File: config.mk
export PLATFORM = sky130hd
export DESIGN_NAME = rtc_time_bcd_converter
export DESIGN_NICKNAME = d
export VERILOG_FILES = /design/src/sv/rtcbcd_pkg.sv /design/src/sv/rtcbcd_conv.sv /design/src/sv/rtc_time_bcd_converter.sv
export SDC_FILE = /design/constraint.sdc
export NUM_CORES = 1
export LEC_CHECK = 0
export BUFFER_PORTS_ARGS = -buffer_cell sky130_fd_sc_hd__buf_2
export CAP_MARGIN = 10
export CORE_AREA = 2 2 222 224
export DETAILED_ROUTE_END_ITERATION = 6
export DIE_AREA = 0 0 224 226
export PLACE_DENSITY = 0.63
export RECOVER_POWER = 100
export REMOVE_ABC_BUFFERS = 1
export SLEW_MARGIN = 20
export SYNTH_ARGS = -nofsm -noshare
export SYNTH_HDL_FRONTEND = slang
export SYNTH_SLANG_ARGS = --single-unit
File: constraint.sdc
create_clock -name clk -period 11.9 [get_ports clk]
set_input_delay 1.785 -clock clk [delete_from_list [all_inputs] [get_ports clk]]
set_output_delay 1.785 -clock clk [all_outputs]
set_load 0.01 [all_outputs]
File: src/sv/rtcbcd_pkg.sv
`default_nettype none
// ----------------------------------------------------------------------------
// rtcbcd_pkg
// Types, constants and conversion functions shared by the time word / BCD
// register converter.
// ----------------------------------------------------------------------------
package rtcbcd_pkg;

  typedef enum logic {
    CMD_SET  = 1'b0,
    CMD_READ = 1'b1
  } cmd_t;

  localparam logic [7:0] SEC_TENS_MASK   = 8'h70;
  localparam logic [7:0] MIN_TENS_MASK   = 8'h70;
  localparam logic [7:0] HOUR_TENS_MASK  = 8'h30;
  localparam logic [7:0] DAY_TENS_MASK   = 8'h30;
  localparam logic [7:0] MONTH_TENS_MASK = 8'h10;
  localparam logic [7:0] YEAR_TENS_MASK  = 8'hF0;

  localparam logic [27:0] MS_PER_HOUR = 28'd3600000;
  localparam logic [27:0] MS_PER_MIN  = 28'd60000;
  localparam logic [27:0] MS_PER_SEC  = 28'd1000;

  // Input word, last field in the lowest bits.
  typedef struct packed {
    logic [7:0]  bcd_year;
    logic [7:0]  bcd_month;
    logic [7:0]  bcd_day;
    logic [7:0]  bcd_weekday;
    logic [7:0]  bcd_hour;
    logic [7:0]  bcd_minute;
    logic [7:0]  bcd_second;
    logic [31:0] packed_time_in;
  } in_item_t;

  // Result word, last field in the lowest bits.
  typedef struct packed {
    logic [55:0] bcd_word;
    logic [27:0] ms_in_day;
    logic [31:0] packed_time_out;
    logic [2:0]  weekday;
    logic [7:0]  year_bin;
    logic [4:0]  month_bin;
    logic [5:0]  day_bin;
    logic [5:0]  hour_bin;
    logic [6:0]  minute_bin;
    logic [6:0]  second_bin;
  } result_t;

  function automatic logic [7:0] to_bcd(input logic [5:0] v);
    logic [13:0] prod;
    logic [2:0]  tens;
    logic [5:0]  ones;
    prod = 14'(v) * 14'd205;
    tens = prod[13:11];
    ones = v - 6'(tens) * 6'd10;
    return {1'b0, tens, ones[3:0]};
  endfunction

  function automatic logic [7:0] from_bcd(input logic [7:0] b, input logic [7:0] mask);
    logic [7:0] masked;
    logic [7:0] tens;
    masked = b & mask;
    tens   = {4'b0, masked[7:4]};
    return {4'b0, b[3:0]} + (tens << 3) + (tens << 1);
  endfunction

  // Whole part of 31 * m / 12.
  function automatic logic [5:0] month_term(input logic [3:0] m);
    logic [5:0] t;
    case (m)
      4'd1:    t = 6'd2;
      4'd2:    t = 6'd5;
      4'd3:    t = 6'd7;
      4'd4:    t = 6'd10;
      4'd5:    t = 6'd12;
      4'd6:    t = 6'd15;
      4'd7:    t = 6'd18;
      4'd8:    t = 6'd20;
      4'd9:    t = 6'd23;
      4'd10:   t = 6'd25;
      4'd11:   t = 6'd28;
      4'd12:   t = 6'd31;
      4'd13:   t = 6'd33;
      4'd14:   t = 6'd36;
      4'd15:   t = 6'd38;
      default: t = 6'd0;
    endcase
    return t;
  endfunction

  // Gregorian day of week. With a two-digit year the century terms vanish,
  // and year zero in January or February leaves a year of minus one.
  function automatic logic [2:0] day_of_week(input logic [4:0] day, input logic [3:0] month,
                                             input logic [5:0] year);
    logic        early;
    logic        neg;
    logic [3:0]  m;
    logic [5:0]  yv;
    logic [7:0]  sum;
    logic [14:0] prod;
    logic [5:0]  q;
    logic [7:0]  r;
    early = (month <= 4'd2);
    neg   = early && (year == 6'd0);
    m     = early ? month + 4'd10 : month - 4'd2;
    yv    = neg ? 6'd0 : year - 6'(early);
    sum   = 8'(day) + 8'(yv) + 8'(yv[5:2]) + 8'(month_term(m)) - 8'(neg);
    prod  = 15'(sum) * 15'd73;
    q     = prod[14:9];
    r     = sum - 8'(q) * 8'd7;
    if (r >= 8'd7) begin
      r = r - 8'd7;
    end
    return r[2:0];
  endfunction

endpackage
`default_nettype wire

File: src/sv/rtcbcd_conv.sv
`default_nettype none
// ----------------------------------------------------------------------------
// rtcbcd_conv
// Conversion logic between the packed time word and the BCD clock bytes.
// ----------------------------------------------------------------------------
module rtcbcd_conv
  import rtcbcd_pkg::*;
(
  input  wire logic     cmd,
  input  wire in_item_t item,
  output result_t       res
);

  logic [6:0]  sec;
  logic [6:0]  min;
  logic [5:0]  hour;
  logic [5:0]  day;
  logic [4:0]  month;
  logic [7:0]  year;
  logic [7:0]  d_sec;
  logic [7:0]  d_min;
  logic [7:0]  d_hour;
  logic [7:0]  d_day;
  logic [7:0]  d_month;
  logic [7:0]  d_year;
  logic [2:0]  dow;
  logic [31:0] repacked;
  logic [31:0] p;

  assign p = item.packed_time_in;

  always_comb begin
    d_sec    = from_bcd(item.bcd_second, SEC_TENS_MASK);
    d_min    = from_bcd(item.bcd_minute, MIN_TENS_MASK);
    d_hour   = from_bcd(item.bcd_hour, HOUR_TENS_MASK);
    d_day    = from_bcd(item.bcd_day, DAY_TENS_MASK);
    d_month  = from_bcd(item.bcd_month, MONTH_TENS_MASK);
    d_year   = from_bcd(item.bcd_year, YEAR_TENS_MASK);
    dow      = day_of_week(p[31:27], p[26:23], p[22:17]);
    repacked = (32'(d_day) << 27) + (32'(d_month) << 23) + (32'(d_year) << 17)
             + (32'(d_hour) << 12) + (32'(d_min) << 6) + 32'(d_sec);

    if (cmd == CMD_SET) begin
      sec   = 7'(p[5:0]);
      min   = 7'(p[11:6]);
      hour  = 6'(p[16:12]);
      year  = 8'(p[22:17]);
      month = 5'(p[26:23]);
      day   = 6'(p[31:27]);
      res.weekday         = dow;
      res.packed_time_out = p;
      res.bcd_word        = {to_bcd(p[22:17]), to_bcd(2'b0 + 6'(p[26:23])),
                             to_bcd(6'(p[31:27])), 5'b0, dow,
                             to_bcd(6'(p[16:12])), to_bcd(p[11:6]), to_bcd(p[5:0])};
    end else begin
      sec   = d_sec[6:0];
      min   = d_min[6:0];
      hour  = d_hour[5:0];
      year  = d_year;
      month = d_month[4:0];
      day   = d_day[5:0];
      res.weekday         = item.bcd_weekday[2:0];
      res.packed_time_out = repacked;
      res.bcd_word        = 56'd0;
    end

    res.second_bin = sec;
    res.minute_bin = min;
    res.hour_bin   = hour;
    res.day_bin    = day;
    res.month_bin  = month;
    res.year_bin   = year;
    res.ms_in_day  = 28'(hour) * MS_PER_HOUR + 28'(min) * MS_PER_MIN + 28'(sec) * MS_PER_SEC;
  end

endmodule
`default_nettype wire

File: src/sv/rtc_time_bcd_converter.sv
`default_nettype none
// ----------------------------------------------------------------------------
// rtc_time_bcd_converter
// Converts a packed time word into BCD clock bytes with the day of week, or
// decodes BCD clock bytes into a packed time word.
//
//   Channel  Direction  Word                          Handshake
//   in_      slave      tdata 88 bits, tuser command   tvalid / tready
//   out_     master     tdata 160 bits                 tvalid / tready
//
// One word is taken every cycle while in_tready is high; each word passes
// through an input register and a result register around the conversion
// logic. Reset clears both valid flags. When the result is held back, the
// input register keeps one more word before in_tready falls.
// ----------------------------------------------------------------------------
module rtc_time_bcd_converter
  import rtcbcd_pkg::*;
(
  input  wire logic         clk,
  input  wire logic         rst_n,
  input  wire logic         in_tvalid,
  output logic              in_tready,
  // packed_time_in, bcd_second, bcd_minute, bcd_hour, bcd_weekday, bcd_day,
  // bcd_month, bcd_year
  input  wire logic [87:0]  in_tdata,
  // command
  input  wire logic         in_tuser,
  output logic              out_tvalid,
  input  wire logic         out_tready,
  // second_bin, minute_bin, hour_bin, day_bin, month_bin, year_bin, weekday,
  // packed_time_out, ms_in_day, bcd_word, two zero bits
  output logic [159:0]      out_tdata
);

  logic     s1_valid_r;
  logic     s1_valid_nxt;
  logic     s1_cmd_r;
  in_item_t s1_item_r;
  logic     out_valid_r;
  logic     out_valid_nxt;
  result_t  out_res_r;
  result_t  conv_res;
  logic     s1_adv;
  logic     in_acc;

  rtcbcd_conv u_conv (
    .cmd  (s1_cmd_r),
    .item (s1_item_r),
    .res  (conv_res)
  );

  assign s1_adv    = s1_valid_r && (!out_valid_r || out_tready);
  assign in_tready = !s1_valid_r || !out_valid_r || out_tready;
  assign in_acc    = in_tvalid && in_tready;

  always_comb begin
    s1_valid_nxt  = in_acc || (s1_valid_r && !s1_adv);
    out_valid_nxt = s1_adv || (out_valid_r && !out_tready);
  end

  always_ff @(posedge clk) begin
    if (!rst_n) begin
      s1_valid_r  <= 1'b0;
      out_valid_r <= 1'b0;
    end else begin
      s1_valid_r  <= s1_valid_nxt;
      out_valid_r <= out_valid_nxt;
    end
  end

  always_ff @(posedge clk) begin
    if (in_acc) begin
      s1_cmd_r  <= in_tuser;
      s1_item_r <= in_item_t'(in_tdata);
    end
    if (s1_adv) begin
      out_res_r <= conv_res;
    end
  end

  assign out_tvalid = out_valid_r;
  assign out_tdata  = {2'b0, out_res_r};

  a_accept_loads : assert property (@(posedge clk) disable iff (!rst_n)
    in_acc |=> s1_valid_r)
    else $error("accepted word did not reach the input register");

  a_hold_stalled : assert property (@(posedge clk) disable iff (!rst_n)
    (s1_valid_r && !s1_adv) |=> (s1_valid_r && $stable(s1_item_r) && $stable(s1_cmd_r)))
    else $error("stalled word in the input register was lost or changed");

  a_advance_shows : assert property (@(posedge clk) disable iff (!rst_n)
    s1_adv |=> out_valid_r)
    else $error("converted word did not reach the result register");

  a_no_overwrite : assert property (@(posedge clk) disable iff (!rst_n)
    (out_valid_r && !out_tready) |-> !s1_adv)
    else $error("held result overwritten");

endmodule
`default_nettype wire

* Word level (Yosys, flattened, before mapping)
Memory sizes are Yosys's and may differ from the RTL's.
Index checks and enable logic that the tools add are counted.
** Storage, ports and cells
- Bits of input ports :: 93
- Output and inout port bits :: 162
- Bits in registers :: 235
- Word-level logic and storage cells :: 104
- Memories kept :: 1
- Memory bits (read-only) :: 96
** Memories
- (no name shown) :: words 16, bits a word 6, read ports 1, clocked after Yosys merged registers in 0, wr ports 0, RTL line rtcbcd_pkg.sv:72 : case (m)
** Operators by class
- Reductions and logical operators :: 15
- Multipliers :: 17
- $lt $le $gt $ge :: 2
- Multiplexer cells :: 10
- $add $sub $neg :: 34
** Operator list (count)
- 6-bit by 8-bit multiplier with 14-bit output, second input constant :: 3
- 35-bit 2-to-1 mux :: 1
- 32-bit by 14-bit adder with 32-bit output :: 1
- 32-bit by 20-bit adder with 32-bit output :: 1
- 32-bit by 25-bit adder with 32-bit output :: 1
- 32-bit by 31-bit adder with 32-bit output :: 1
- 32-bit by 8-bit adder with 32-bit output :: 1
- 28-bit by 17-bit adder with 28-bit output :: 1
- 28-bit by 23-bit adder with 28-bit output :: 1
- 5-bit by 8-bit multiplier with 13-bit output, second input constant :: 2
- 4-bit subtractor :: 6
- 6-bit by 15-bit multiplier with 21-bit output, second input constant :: 1
- 7-bit by 11-bit multiplier with 18-bit output, second input constant :: 1
- 6-bit 2-to-1 mux :: 3
- 7-bit by 4-bit adder with 8-bit output :: 2
- 8-bit by 7-bit multiplier with 15-bit output, second input constant :: 1
- 4-bit by 6-bit adder with 7-bit output :: 2
- 7-bit by 7-bit multiplier with 14-bit output, second input constant :: 1
- 7-bit 2-to-1 mux :: 2
- 4-bit by 5-bit adder with 6-bit output :: 2
- 3-bit by 3-bit multiplier with 3-bit output, second input constant :: 4
- 4-bit by 8-bit multiplier with 12-bit output, second input constant :: 1
- 4-bit by 7-bit adder with 8-bit output :: 1
- 8-bit by 4-bit adder with 8-bit output :: 1
- 24 further kinds :: 37

* Depth between registers and ports, before layout
- Word-level depth :: 13
- Depth in mapped cells :: 47
- Gate-level depth less buffers :: 46

* Cells and area by module
Synthesis repeated with hierarchy kept, for this count alone.
** Unflattened totals
- Cells, all modules :: 1871
- Area, all modules :: 21061.4 sq um
** By module, submodules not included
- rtcbcd_conv :: area an instance 13521.7 sq um, cells an instance 1612, seq. area each 0.0 sq um, instances 1
- rtc_time_bcd_converter :: area an instance 7539.7 sq um, cells an instance 259, seq. area each 7457.2 sq um, instances 1

* Worst setup path after synthesis
No wires, ideal clock.
- Path type :: register -> register
- Start point :: register s1_item_r[26] (netlist name)
- End point :: register out_res_r (netlist bit out_tdata[128]), data pin
- Stages on the path, launching flop included :: 45
- Period minus slack after synthesis :: 9787 ps
- Setup time :: 254 ps
- Data required time :: 11646 ps
- Path buffers :: 1
- Setup slack :: 2113 ps
- Arrival time :: 9532 ps
- Path through :: edfxtp_1 -> inv_1 -> ha_1 -> nand2_1 -> a32oi_1 -> inv_1 -> ha_1 -> nor2b_1 -> xnor2_1 -> nor2_1 -> ha_1 -> xnor2_1 -> ha_1 -> fa_1 -> inv_1 -> ha_1 -> a21o_1 -> a21oi_1 -> [9 not listed] -> o2111ai_1 -> nand2_1 -> xnor2_1 -> inv_1 -> ha_1 -> xnor2_1 -> fa_1 -> inv_1 -> ha_1 -> o21a_1 -> nor3_1 -> a21oi_1 -> o311a_1 -> nor3_1 -> o211ai_1 -> mux2_4 -> and3_4 -> o21a_1
** Between the ends
- Cells in the longest elaborated chain, start to end :: 12
- Elaborated cells on any way between the ends :: 18
- Classes of those cells :: add/sub: 9; mul: 2; order compare: 2; mux: 3; reduce/logical: 1; memory: 1
** Ends and longest elaborated chain
- start, declared :: RTL line rtc_time_bcd_converter.sv:38 : in_item_t s1_item_r;
- start signal, assigned :: RTL line rtc_time_bcd_converter.sv:74 : s1_item_r <= in_item_t'(in_tdata);
- 4-bit by 2-bit <= comparator with 1-bit output :: RTL line rtcbcd_pkg.sv:105 : early = (month <= 4'd2);
- 6-bit by 1-bit subtractor with 6-bit output / 1-bit logical AND (equally long branches) :: RTL line rtcbcd_pkg.sv:108, rtcbcd_pkg.sv:106
- 6-bit 2-to-1 mux :: RTL line rtcbcd_pkg.sv:108 : yv = neg ? 6'd0 : year - 6'(early);
- 5-bit by 6-bit adder with 7-bit output :: RTL line rtcbcd_pkg.sv:109 : sum = 8'(day) + 8'(yv) + 8'(yv[5:2]) + 8'(month_term(m)) - 8'(neg);
- 8-bit by 4-bit adder with 8-bit output :: RTL line rtcbcd_pkg.sv:109
- 8-bit by 6-bit adder with 8-bit output :: RTL line rtcbcd_pkg.sv:109
- 8-bit by 1-bit subtractor with 8-bit output * :: RTL line rtcbcd_pkg.sv:109
- 8-bit by 7-bit multiplier with 15-bit output :: RTL line rtcbcd_pkg.sv:110 : prod = 15'(sum) * 15'd73;
- 6-bit by 3-bit multiplier with 8-bit output :: RTL line rtcbcd_pkg.sv:112 : r = sum - 8'(q) * 8'd7;
- 8-bit subtractor * :: RTL line rtcbcd_pkg.sv:112
- 8-bit by 3-bit >= comparator with 1-bit output / 3-bit subtractor (equally long branches) :: RTL line rtcbcd_pkg.sv:113, rtcbcd_pkg.sv:114
- 3-bit 2-to-1 mux * :: RTL line rtcbcd_pkg.sv:113 : if (r >= 8'd7) begin
- end signal, assigned :: RTL line rtc_time_bcd_converter.sv:77 : out_res_r <= conv_res;
- end, declared :: RTL line rtc_time_bcd_converter.sv:41 : result_t out_res_r;
Mark *: on every way between the ends. The rest lies on a longest branch, timed or not.
A chain may end at the register's enable or synchronous reset.

==> reports/results.ini <==
[outcome]
outcome = finished, violations left
violations = capacitance limit, slew limit

[floorplanning]
start_util_pct = 41.3
dieArea_um2 = 50600
ios = 255
rows = 81
coreArea_um2 = 48300
die_w_um = 224
die_h_um = 226

[min_path]
hold_class = reg -> reg
holdPathStages = 1

[route]
via_per_inst = 5.01
routedWlPerCell_um = 16.4
drt.antenna.violating_nets = 0
vias = 13700
wl_um = 45100
drt_iter0_drc = 528
firstDrtPassIters = 5
post-route-drc-count = 0

[sta]
fin_crit_sh_pct = 91.6
tns_ns = 0
rsz0062_at_grt = false
setup_viol = 0
worstMarginPinSlew_ns = 8.05
finalHoldViolCount = 0
slew_violations = 358
relSlewSlack_pct = -437
fin_crit_ns = 10.90
clock.fmax_mhz = 91.7
skew_ns = 0.0199

[cells_and_area]
multi_input_area_um2 = 12400
drive_gt1_share_pct = 6.46
syn_to_final_growth_pct = 11.8
ff_latch_area_um2 = 6260
layout.nets = 2694
num-fill-cells = 4544
final_cell_mix = ha_1 (384), inv_1 (296), edfxtp_1 (207)
final_common_cell = ha_1
layoutNonFillerInstCount = 2745
final_cell_area_um2 = 22300

[setup_path]
cp_max_fo = 12
critical_path_buf_inv_count = 5
rrSetupSlack_ns = 1.0
crit_path_end_kind = flip-flop
rr_worst_depth = 43
crit_end = out_tdata[39]
critical-path-top-delay-family = adder cells
r2r-start = s1_item_r[26]
crit_path_frequent_cell = ha_1
cpPeakStageDelay_ns = 0.61
required_ns = 12.10
arrival_ns = 11.11
start_kind = flip-flop
path_depth = 43
crit_path_start = s1_item_r[26]
crit_path_top_delay_cell = fa_1
r2r-end = out_tdata[39]
criticalPathCategory = reg -> reg

[global_route]
antenna_found_initial = 3
grt_pass1_vias = 14000
grt_max_degree = 133
grt_pass1_wl_um = 71600
grt_usage_pct = 17.8
grt_overflow = 0

[clock_tree]
cts.sinks = 209
post_cts_buffers = 0
cts_tree = yes
clock_path_buffers = 3
root_buffer = clkbuf_16
htreeDepth = 1
cts_made_buffers = 27
clock_latency_ns = 0.57
path_clk_slew_ns = 0.06
cts_hold_buf = 0
cts-resized-gates = 0

[place]
hpwl_um = 35500
port_buffers = 220
gp_congestion = 0.866
dp.cells = 2694
placed_cell_area_um2 = 21700

[yosys]
async_flop_share_pct = 0
ys_ff_latch = 209
synth.cell_area_um2 = 20000
synth_edf_count = 207
synth_cells = 1873
yosysWarnings = 0
synth_top_area_share_pct = 31.1
yosysTopAreaCell = edfxtp_1
avgSynthCellArea_um2 = 10.7
synthTopCellsByArea = edfxtp_1 (31%), ha_1 (24%), fa_1 (12%)
synthDistinctLibCells = 75
synth_ff_type = edfxtp_1
seq_area_frac_synth_pct = 31.3

[flow_run]
drv_cap = 6

-- cell type report --
type	instances	share of cell area (%)
antenna	1	0.0112
sequential	209	28.0
inverter	296	4.97
clock inverter	19	0.762
tap	622	3.48
multi-input combinational	1341	55.5
clock buffer	31	3.09
timing repair buffer	226	4.16
-- worst register-to-register path, delay by kind of cell, from the launching register on --
kind                       cells  cell delay, ns
xor gates and xnor gates       6            1.23
buffers and inverters          5            0.65
muxes                          1            0.32
and+or+nand+nor                7            1.08
AOI/OAI and AO/OA             11            2.16
DFF                            1            0.51
adders and majority gates     13            4.58
-- synth_stat cells, types with 7 or more instances --
master and count:
a31oi_1 7, edfxtp_1 207, nor3_1 26, o21bai_1 13, mux2i_1 7, nor2b_1 31, xnor2_1 96, a211oi_1 8
buf_4 28, a21o_1 41, clkbuf_1 13, mux2_2 12, o21a_1 16, xor2_1 53, ha_1 384, fa_1 116
nor2_1 117, o211ai_1 13, and2_1 20, nand3_1 23, a21oi_1 90, nand2_1 88, inv_1 296, or2_2 13
o21ai_0 49, and3_1 8
-- cells by family after synthesis --
kind of cell	count (synthesis)	synth area share (%)
adders and majority gates	500	35.7
and+or+nand+nor	364	8.79
buffers and inverters	342	6.96
AOI/OAI and AO/OA	285	9.30
DFF	209	31.3
xor gates and xnor gates	150	6.65
muxes	22	1.29
other	1	0.0188
-- flip-flops by register name (all words and copies together), names as in the netlist --
signal,flops
s1_item_r,74
s1_cmd_r,1
out_tdata,132
s1_valid_r,1
out_tvalid,1
-- worst min path at each step --
stage / startpoint / to
3_5_place_dp: s1_valid_r / out_tvalid
2_1_floorplan: s1_valid_r / out_tvalid
6_report: s1_valid_r / out_tvalid
3_3_place_gp: s1_valid_r / out_tvalid
5_1_grt: s1_valid_r / out_tvalid
4_1_cts: s1_valid_r / out_tvalid
-- per-layer routing --
| layer | global-route usage, % | wire (µm) | vias to the layer above |
|---|---|---|---|
| met1 | 22.6 | 19900 | 6608 |
| li1 | - | - | 6852 |
| met5 | 0 | 0 | - |
| met3 | 2.06 | 1480 | 59 |
| met4 | 4.34 | 1180 | 0 |
| met2 | 32.1 | 22500 | 227 |
-- per-stage QoR --
stage / hold slack (ns) / setup slack (ns) / utilization [%]
after floorplan: 0.477 / 2.12 / -
after global placement: 0.498 / 1.26 / 44.9
after detailed placement: 0.520 / 1.04 / 44.9
after CTS: 0.539 / 0.975 / 46.7
after global routing: 0.561 / 0.204 / 46.2
final: 0.537 / 0.995 / 46.2
Power is left out: the tool's default activity adds up to more than one toggle a clock period on the data nets, which glitch-free logic cannot reach.
